`config.mk`:
```
export PLATFORM = sky130hd
export DESIGN_NAME = varint_zigzag_codec
export DESIGN_NICKNAME = d
export VERILOG_FILES = /design/src/rtl/vzz_pkg.sv /design/src/rtl/vzz_enc.sv /design/src/rtl/vzz_dec.sv /design/src/rtl/varint_zigzag_codec.sv
export SDC_FILE = /design/constraint.sdc
export NUM_CORES = 1
export LEC_CHECK = 0
export ABC_AREA = 1
export ABC_CLOCK_PERIOD_IN_PS = 3900
export BUFFER_PORTS_ARGS = -buffer_cell sky130_fd_sc_hd__buf_2
export CAP_MARGIN = 20
export CELL_PAD_IN_SITES_DETAIL_PLACEMENT = 1
export CELL_PAD_IN_SITES_GLOBAL_PLACEMENT = 1
export CORE_MARGIN = 4
export CORE_UTILIZATION = 47
export CTS_BUF_LIST = sky130_fd_sc_hd__clkbuf_4 sky130_fd_sc_hd__clkbuf_8
export DETAILED_ROUTE_END_ITERATION = 7
export PLACE_DENSITY_LB_ADDON = 0.1
export SYNTH_ARGS = -nofsm -noshare
export SYNTH_HDL_FRONTEND = slang
export SYNTH_HIERARCHICAL = 1
export SYNTH_SLANG_ARGS = --single-unit
```
`constraint.sdc`:
```
create_clock -name clk -period 3.9 [get_ports clk]
set_input_delay 1.17 -clock clk [delete_from_list [all_inputs] [get_ports clk]]
set_output_delay 1.17 -clock clk [all_outputs]
set_load 0.02 [all_outputs]
```
`src/rtl/vzz_pkg.sv`:
```
// ----------------------------------------------------------------------------
// Varint zigzag codec package
// Shared request types, status structs and constants of the codec.
// ----------------------------------------------------------------------------
package vzz_pkg;

	// Width of one base-128 data group.
	localparam int unsigned DIGIT_W = 7;
	// Number of groups that fit entirely in 32 bits.
	localparam int unsigned FULL_GROUPS = 4;
	// Group index at which the decoder saturates (bit position 35).
	localparam logic [2:0] LAST_GROUP = 3'd5;
	// Group index whose data straddles bit 31.
	localparam logic [2:0] SPLIT_GROUP = 3'd4;
	// Saturation value of the decoded byte count.
	localparam logic [3:0] COUNT_MAX = 4'd15;

	// Register indexes of the configuration port.
	localparam logic [1:0] REG_DIRECTION = 2'd0;
	localparam logic [1:0] REG_SIGNED    = 2'd1;

	// Direction codes.
	localparam logic DIR_ENCODE = 1'b0;
	localparam logic DIR_DECODE = 1'b1;

	// One input request.
	typedef struct packed {
		logic [31:0] value_in;
		logic [7:0]  byte_in;
	} in_item_t;

	// One result request.
	typedef struct packed {
		logic [7:0]  byte_out;
		logic        last;
		logic [31:0] value_out;
		logic [3:0]  byte_count;
		logic        overflow;
	} out_item_t;

	// Status of the encoder shift unit toward the top level.
	typedef struct packed {
		logic       busy;
		logic [7:0] byte_out;
		logic       last;
	} enc_status_t;

endpackage

```
`src/rtl/vzz_enc.sv`:
```
// ----------------------------------------------------------------------------
// Varint encoder shift unit
// Holds the (zigzag mapped) value in a shift register and emits one 7-bit
// group per advance, least significant group first.
// ----------------------------------------------------------------------------
module vzz_enc (
	input  logic                 clk,
	input  logic                 arst_n,
	input  logic                 load,
	input  logic [31:0]          value,
	input  logic                 signed_mode,
	input  logic                 advance,
	output vzz_pkg::enc_status_t status
);

	logic        busy_q;
	logic [31:0] shift_q;
	logic [31:0] rest;
	logic        last;

	// Remaining groups after the current one; the run ends when none are left.
	assign rest = {7'd0, shift_q[31:vzz_pkg::DIGIT_W]};
	assign last = (rest == 32'd0);

	assign status.busy     = busy_q;
	assign status.last     = last;
	assign status.byte_out = {~last, shift_q[vzz_pkg::DIGIT_W-1:0]};

	// Busy flag: set on load, cleared when the final group leaves.
	always_ff @(posedge clk or negedge arst_n) begin
		if (!arst_n) begin
			busy_q <= 1'b0;
		end else if (load) begin
			busy_q <= 1'b1;
		end else if (advance && last) begin
			busy_q <= 1'b0;
		end
	end

	// Shift register, loaded with the zigzag mapped value when signed.
	always_ff @(posedge clk) begin
		if (load) begin
			if (signed_mode) begin
				shift_q <= {value[30:0], 1'b0} ^ {32{value[31]}};
			end else begin
				shift_q <= value;
			end
		end else if (advance) begin
			shift_q <= rest;
		end
	end

endmodule

```
`src/rtl/vzz_dec.sv`:
```
// ----------------------------------------------------------------------------
// Varint decoder accumulator
// Places each incoming 7-bit group at its group position and produces the
// finished value when a byte with a clear top bit arrives.
// ----------------------------------------------------------------------------
module vzz_dec (
	input  logic               clk,
	input  logic               arst_n,
	input  logic               strobe,
	input  logic [7:0]         byte_in,
	input  logic               signed_mode,
	output logic               done,
	output vzz_pkg::out_item_t result
);

	logic [31:0] acc_q;
	logic [2:0]  group_q;
	logic [3:0]  count_q;
	logic        lost_q;

	logic [31:0] acc_d;
	logic [2:0]  group_d;
	logic [3:0]  count_d;
	logic        lost_d;
	logic [6:0]  data;

	assign data = byte_in[vzz_pkg::DIGIT_W-1:0];
	assign done = strobe && !byte_in[7];

	// Next accumulator state for the incoming group.
	always_comb begin
		acc_d   = acc_q;
		lost_d  = lost_q;
		group_d = group_q;
		for (int g = 0; g < vzz_pkg::FULL_GROUPS; g++) begin
			if (group_q == 3'(g)) begin
				acc_d[g*vzz_pkg::DIGIT_W +: vzz_pkg::DIGIT_W] =
					acc_q[g*vzz_pkg::DIGIT_W +: vzz_pkg::DIGIT_W] | data;
			end
		end
		// The fifth group keeps only four bits; the rest are dropped.
		if (group_q == vzz_pkg::SPLIT_GROUP) begin
			acc_d[31:28] = acc_q[31:28] | data[3:0];
			if (data[6:4] != 3'd0) begin
				lost_d = 1'b1;
			end
		end
		// Beyond bit 35 every nonzero group is lost.
		if (group_q == vzz_pkg::LAST_GROUP) begin
			if (data != 7'd0) begin
				lost_d = 1'b1;
			end
		end else begin
			group_d = group_q + 3'd1;
		end
		if (count_q == vzz_pkg::COUNT_MAX) begin
			count_d = count_q;
		end else begin
			count_d = count_q + 4'd1;
		end
	end

	// Finished value, un-zigzagged when signed.
	always_comb begin
		result            = '0;
		result.last       = 1'b1;
		result.byte_count = count_d;
		result.overflow   = lost_d;
		if (signed_mode) begin
			result.value_out = {1'b0, acc_d[31:1]} ^ {32{acc_d[0]}};
		end else begin
			result.value_out = acc_d;
		end
	end

	// Running state; cleared after a value completes.
	always_ff @(posedge clk or negedge arst_n) begin
		if (!arst_n) begin
			acc_q   <= '0;
			group_q <= '0;
			count_q <= '0;
			lost_q  <= 1'b0;
		end else if (strobe) begin
			if (done) begin
				acc_q   <= '0;
				group_q <= '0;
				count_q <= '0;
				lost_q  <= 1'b0;
			end else begin
				acc_q   <= acc_d;
				group_q <= group_d;
				count_q <= count_d;
				lost_q  <= lost_d;
			end
		end
	end

endmodule

```
`src/rtl/varint_zigzag_codec.sv`:
```
// Encode: a value is taken, then its 1 to 5 bytes leave the shift register
// one per cycle while the single output register is free; no new value is
// taken before the last byte leaves. Decode: one byte per cycle while that
// register is free; a value appears there in the cycle after its final byte.
// Reset clears configuration, decoder state and the output valid flag.
// ----------------------------------------------------------------------------
// Varint zigzag codec
// Base-128 varint encoder and decoder with optional zigzag signed mapping.
// ----------------------------------------------------------------------------
module varint_zigzag_codec (
	input  logic               clk,
	input  logic               arst_n,
	input  logic               cfg_we,
	input  logic [1:0]         cfg_index,
	input  logic               cfg_data,
	input  logic               in_valid,
	output logic               in_stall,
	input  vzz_pkg::in_item_t  in_data,
	output logic               out_valid,
	input  logic               out_stall,
	output vzz_pkg::out_item_t out_data
);

	logic                 dir_q;
	logic                 signed_q;
	logic                 out_valid_q;
	vzz_pkg::out_item_t   out_q;

	logic                 in_accept;
	logic                 slot_free;
	logic                 enc_load;
	logic                 enc_advance;
	logic                 dec_strobe;
	logic                 dec_done;
	vzz_pkg::enc_status_t enc_status;
	vzz_pkg::out_item_t   dec_result;
	vzz_pkg::out_item_t   enc_item;

	// Configuration registers.
	always_ff @(posedge clk or negedge arst_n) begin
		if (!arst_n) begin
			dir_q    <= vzz_pkg::DIR_ENCODE;
			signed_q <= 1'b0;
		end else if (cfg_we) begin
			case (cfg_index)
				vzz_pkg::REG_DIRECTION: dir_q    <= cfg_data;
				vzz_pkg::REG_SIGNED:    signed_q <= cfg_data;
				default: ;
			endcase
		end
	end

	// Input handshake. The output slot frees when empty or being taken.
	assign slot_free = !out_valid_q || !out_stall;
	assign in_stall  = enc_status.busy ||
		((dir_q == vzz_pkg::DIR_DECODE) && !slot_free);
	assign in_accept   = in_valid && !in_stall;
	assign enc_load    = in_accept && (dir_q == vzz_pkg::DIR_ENCODE);
	assign dec_strobe  = in_accept && (dir_q == vzz_pkg::DIR_DECODE);
	assign enc_advance = enc_status.busy && slot_free;

	vzz_enc u_enc (
		.clk         (clk),
		.arst_n      (arst_n),
		.load        (enc_load),
		.value       (in_data.value_in),
		.signed_mode (signed_q),
		.advance     (enc_advance),
		.status      (enc_status)
	);

	vzz_dec u_dec (
		.clk         (clk),
		.arst_n      (arst_n),
		.strobe      (dec_strobe),
		.byte_in     (in_data.byte_in),
		.signed_mode (signed_q),
		.done        (dec_done),
		.result      (dec_result)
	);

	// Encoded byte request; the decode fields stay zero.
	always_comb begin
		enc_item          = '0;
		enc_item.byte_out = enc_status.byte_out;
		enc_item.last     = enc_status.last;
	end

	// Output register.
	always_ff @(posedge clk or negedge arst_n) begin
		if (!arst_n) begin
			out_valid_q <= 1'b0;
		end else if (enc_advance || dec_done) begin
			out_valid_q <= 1'b1;
		end else if (!out_stall) begin
			out_valid_q <= 1'b0;
		end
	end

	always_ff @(posedge clk) begin
		if (enc_advance) begin
			out_q <= enc_item;
		end else if (dec_done) begin
			out_q <= dec_result;
		end
	end

	assign out_valid = out_valid_q;
	assign out_data  = out_q;

`ifndef ASSERT_OFF
	// No new request is taken while the encoder still has bytes to emit.
	assert property (@(posedge clk) disable iff (!arst_n)
		enc_status.busy |-> in_stall)
		else $error("request accepted while encoder busy");

	// A continuation byte is always followed by more bytes from the encoder.
	assert property (@(posedge clk) disable iff (!arst_n)
		(out_valid_q && !out_q.last) |-> enc_status.busy)
		else $error("continuation byte without pending encoder run");

	// Encoder and decoder never compete for the output register.
	assert property (@(posedge clk) disable iff (!arst_n)
		!(enc_advance && dec_done))
		else $error("encoder and decoder load output together");

	// Decoded results carry no byte and a nonzero count.
	assert property (@(posedge clk) disable iff (!arst_n)
		(out_valid_q && out_q.byte_count != 4'd0) |-> (out_q.byte_out == 8'd0))
		else $error("decoded result carries an encoded byte");
`endif

endmodule

```
# Word-level counts from Yosys, hierarchy flattened
# Index checks and enable logic that the tools add are counted.
# word_totals
input_bits	48
regBits	122
wordCells	85
# op_classes
eq_ne	9
mux	25
n_reduce_logical	26
bitwise_logic	9
add_sub_neg	2
# op_table
operator	n
2-to-1 mux 32 bit	5
2-to-1 mux 46 bit	2
logical NOT 32 bit	1
bitwise XOR 31 x 32 -> 32 bit	1
bitwise XOR 32 bit	1
2-to-1 mux 7 bit	4
bitwise OR 7 bit	4
2-to-1 mux 4 bit	3
2-to-1 mux 1 bit	9
logical AND 1 bit	7
nonzero test 7 bit	1
== test 3 x 2 -> 1 bit (second input constant)	2
== test 3 bit (second input constant)	2
2-to-1 mux 3 bit	2
AND reduction 2 bit	3
nonzero test 2 bit	3
logical NOT 1 bit	5
adder 4 x 1 -> 4 bit (second input constant)	1
== test 4 bit (second input constant)	1
bitwise OR 4 bit	1
adder 3 x 1 -> 3 bit (second input constant)	1
== test 3 x 1 -> 1 bit (second input constant)	1
logical NOT 3 bit	1
logical OR 1 bit	3
other kinds (6)	7

# Depth between registers and ports, before layout
# depth
word_depth	11
ltp_mapped	14

# Modules after synthesis
# The synthesis kept the hierarchy.
# modules_own_cells
module	instances	cells_each	area_each_um2	seq_area_each_um2
vzz_dec	1	461	3052.9	1001.0
varint_zigzag_codec	1	318	2200.9	1086.0
vzz_enc	1	267	2144.6	985.9

# Worst setup path before layout
# OpenSTA, ideal clock, no wires.
# synth_path
path_kind	input to register
startpoint	input out_stall
endpoint	register out_q, in the netlist out_data[37], enable pin
stages	10
arrival_time_ns	2.514
setup_slack_ns	1.052
cell_sequence	nand2_1 buf_2 nand4_1 inv_1 inv_2 nor2_4 buf_2 inv_2 buf_2 nand2_1
# synth_between
elab_chain_cells	10
elab_cells_between_ends	11
classes_between	11 x reduce/logical
# synth_rtl
element	line_no	source
from (decl)	varint_zigzag_codec.sv:20	input logic out_stall,
logical NOT 1 bit	n/a	
logical OR 1 bit	varint_zigzag_codec.sv:54	assign slot_free = !out_valid_q || !out_stall;
logical NOT 1 bit	varint_zigzag_codec.sv:56	((dir_q == vzz_pkg::DIR_DECODE) && !slot_free);
logical AND 1 bit	varint_zigzag_codec.sv:56	
logical OR 1 bit	varint_zigzag_codec.sv:55	assign in_stall = enc_status.busy ||
logical NOT 1 bit	varint_zigzag_codec.sv:57	assign in_accept = in_valid && !in_stall;
logical AND 1 bit	varint_zigzag_codec.sv:57	
logical AND 1 bit	varint_zigzag_codec.sv:59	assign dec_strobe = in_accept && (dir_q == vzz_pkg::DIR_DECODE);
named net dec_strobe	varint_zigzag_codec.sv:33	logic dec_strobe;
logical AND 1 bit	vzz_dec.sv:28	assign done = strobe && !byte_in[7];
named net dec_done	varint_zigzag_codec.sv:34	logic dec_done;
nonzero test 2 bit (no source line)	n/a	
to (signal assigned)	varint_zigzag_codec.sv:102	out_q <= enc_item;
to (signal assigned)	varint_zigzag_codec.sv:104	out_q <= dec_result;
to (decl)	varint_zigzag_codec.sv:27	vzz_pkg::out_item_t out_q;
# The timed path passes the listed nets, and every way through them passes these cells.
# A chain may end at the register's enable or synchronous reset.

# Worst setup path after layout
# layout_path
startpoint	input out_stall
endpoint	output in_stall
# layout_between
elab_chain_cells	5
# layout_rtl
element	line_no	source
logical NOT 1 bit	n/a	
logical OR 1 bit	varint_zigzag_codec.sv:54	
logical NOT 1 bit	varint_zigzag_codec.sv:56	
logical AND 1 bit	varint_zigzag_codec.sv:56	
logical OR 1 bit	varint_zigzag_codec.sv:55	
to (decl)	varint_zigzag_codec.sv:17	output logic in_stall,
# Every way passes these cells.

==> metrics.json <==
{
  "run_status": "completed",
  "grtUsageTotal": 0.2224,
  "dp_worst_setup_slack_ps": 765.5,
  "critical_path.most_common_cell": "sky130_fd_sc_hd__nand2_1",
  "cts_num_sinks": 122,
  "fillCellCount": 2040,
  "intPower_uw": 2469,
  "syn_area_per_cell_um2": 7.073,
  "design.final.nets": 1156,
  "antenna_left": 0,
  "die_x_um": 133.5,
  "fp.dieArea_um2": 17810,
  "start_kind": "input pin",
  "post_cts_resize_count": 0,
  "yosys_most_used_dff": "sky130_fd_sc_hd__dfrtp_1",
  "power.switching_uw": 1343,
  "cts_hold_buf": 0,
  "grt_pass1_wl_um": 32240,
  "critical_path.endpoint_type": "output port",
  "yosysWarningCount": 6,
  "area_delta_synth_final_pct": 9.809,
  "grt_start_max_net_pins": 80,
  "gpl.final_weighted_congestion": 0.8036,
  "row_count": 45,
  "max_clock_freq_mhz": 324.3,
  "insertedDiodeCount": 0,
  "rsz0062_at_grt": "false",
  "pwr-share-clk": 0.311,
  "worst_setup_hold_path_clk_slew_ps": 60,
  "multi_input_area_um2": 3202,
  "ioPinCount": 96,
  "fin_setup_tns_ps": 0,
  "p_leak_uw": 0.004539,
  "wire_per_inst_um": 14.48,
  "critical-path-max-stage-delay_ps": 290,
  "timing.reg2reg.worst_path_depth": 13,
  "path_max_fanout": 13,
  "first_pass_iters": 7,
  "detailroute.via_count": 6546,
  "ir_drop_uv": 252.4,
  "numPortBuffers": 95,
  "mostFrequentLayoutCell": "sky130_fd_sc_hd__nand2_1",
  "hold_path_class": "reg2reg",
  "clock-root-buffer": "sky130_fd_sc_hd__clkbuf_8",
  "synth_area_um2": 7398,
  "sequential_cell_area_um2": 3074,
  "p_seq_frac": 0.409,
  "crit_path_top_delay_cell": "sky130_fd_sc_hd__nand2_1",
  "final_min_period_over_clock_period": 0.7908,
  "synth_edf_count": 41,
  "clock_path_buffers": 2,
  "route.final.wire_length_um": 19200,
  "cts_tree": "done",
  "seq_area_frac_synth": 0.4154,
  "crit_path_cell_trace": "buf_2 -> nand2_1 -> inv_1 -> nand2_1 -> nand2_1 -> buf_2",
  "post-route-util": 0.5305,
  "required_time_worst_endpoint_ps": 2730,
  "detailed_placement_hpwl_um": 13150,
  "finalWorstPathRequiredPeriod_ps": 3084,
  "slew_violations": 0,
  "crit_end": "in_stall",
  "worst_skew_pair.late_latency_ps": 460,
  "synth_seq_cells": 122,
  "relSlewSlack": 0.4722,
  "drt-initial-drc-count": 291,
  "synth_async_sr_flop_share": 0.3607,
  "sw_frac_of_total": 0.3524,
  "timing.rr.start": "u_dec/group_q[0]",
  "cp_data_arrival_time_ps": 1910,
  "timing.rr.end": "out_data[23]",
  "p_comb_frac": 0.280,
  "reg2reg_setup_slack_ps": 1430,
  "yosys_cell_types": 38,
  "synthCells": 1046,
  "maxCapViolCount": 0,
  "drc": 0,
  "fin_clk_skew_ps": 9.251,
  "grt_remaining_overflow": 0,
  "critical_path_class": "in2out",
  "timing.final.setup_violations": 0,
  "numCtsBuffers": 17,
  "cell_area_power_density_nw_per_um2": 469.2,
  "drive_above_1_share": 0.1614,
  "crit_start": "out_stall",
  "finalHoldViolCount": 0,
  "antenna_found_initial": 0,
  "floorplan.initialDensity": 0.4831,
  "post-cts-setup-buffers": 0,
  "die-height_um": 133.5,
  "htree_levels": 4,
  "transition_time_at_the_pin_with_the_least_slew_margin_ps": 791.6,
  "number_of_global_route_vias_before_repair": 6592,
  "finalWorstSetupSlack_ps": 816.0,
  "viasPerCell": 4.937,
  "core-area_um2": 15310,
  "layout_common_cells": "391 x sky130_fd_sc_hd__nand2_1, 146 x sky130_fd_sc_hd__inv_1, 95 x sky130_fd_sc_hd__buf_2"
}
-- flip-flops by register name, indices dropped and copies added, names as in the netlist, 3 cells and up --
| register | cells |
|---|---|
| u_dec/acc_q | 32 |
| u_enc/shift_q | 32 |
| u_dec/group_q | 3 |
| u_dec/count_q | 4 |
| out_data | 46 |
-- layout make-up --
cell class                      instances  area share
Sequential cell                       122      0.3784
Tap cell                              211     0.03250
Multi-Input combinational cell        695      0.3941
Clock inverter                         10     0.01540
Timing Repair Buffer                  105     0.06931
Inverter                              161     0.07531
Clock buffer                           22     0.03496
-- worst max-delay path: cells and delay by family --
kind                   cells  cell delay, ps
buffers and inverters      3             330
AND/OR/NAND/NOR            3             410
-- kinds of logic (layout without fill, tap and decap cells) --
kind of cell / count (synthesis) / in the layout / share of synthesized area
simple gates: 552 / 552 / 0.3088
buf+inv: 236 / 298 / 0.1561
flops: 122 / 122 / 0.4154
compound gates: 110 / 110 / 0.08726
xor+xnor: 18 / 18 / 0.02131
fa+ha+maj: 6 / 6 / 0.01015
other cells: 2 / 9 / 0.001015
-- power groups by stage --
stage               Combinational, µW  Sequential [µW]  Clock (µW)
detailed placement               1070             1590           0
global placement                 1040             1580           0
CTS                              1070             1560        1220
floorplan                         913             1560           0
finish                           1070             1560        1180
global route                     1220             1570        1270
-- how the worst min path moves through the flow --
stage	start	end	slack, ps	depth (start not counted)
floorplan	u_dec/lost_q	u_dec/lost_q	440	2
global placement	u_dec/lost_q	u_dec/lost_q	470	2
detailed placement	u_dec/lost_q	u_dec/lost_q	460	2
CTS	u_dec/lost_q	u_dec/lost_q	490	2
global route	u_dec/lost_q	u_dec/lost_q	520	2
finish	u_dec/lost_q	u_dec/lost_q	480	2
-- cells in the mapped netlist, drive strengths merged (6+ instances only) --
cell type	count	area (µm²)
nor3	7	35.03
xor2	18	157.7
nand3	85	435.4
clkbuf	10	37.54
nand2	409	1585
o21ai	45	229.0
ha	6	75.07
nor2	41	163.9
dfrtp	44	1101
o211ai	9	67.56
dfxtp	37	740.7
inv	161	611.8
a211oi	22	170.2
edfxtp	41	1231
buf	65	505.5
a21oi	28	140.1
-- through the flow --
stage | hold WS [ps] | cells | total power, µW | instance area, µm²
detailed placement | 464.8 | 1294 | 2653 | 7715
global route | 524.7 | 1326 | 4071 | 8124
floorplan | 440.2 | 1053 | 2476 | 7425
global placement | 468.1 | 1294 | 2617 | 7715
finish | 481.7 | 1326 | 3812 | 8124
CTS | 486.2 | 1326 | 3851 | 8124
-- layer usage --
metal	vias to the layer above	track usage	wire, µm	part of all wire
met2	115	0.3617	9167	0.48
met1	3090	0.3019	9090	0.47
met4	0	0.06057	274	0.014
met3	17	0.04758	668	0.035
li1	3324	-	-	-
met5	-	0	0	0
(Power assumes the default switching activity.)
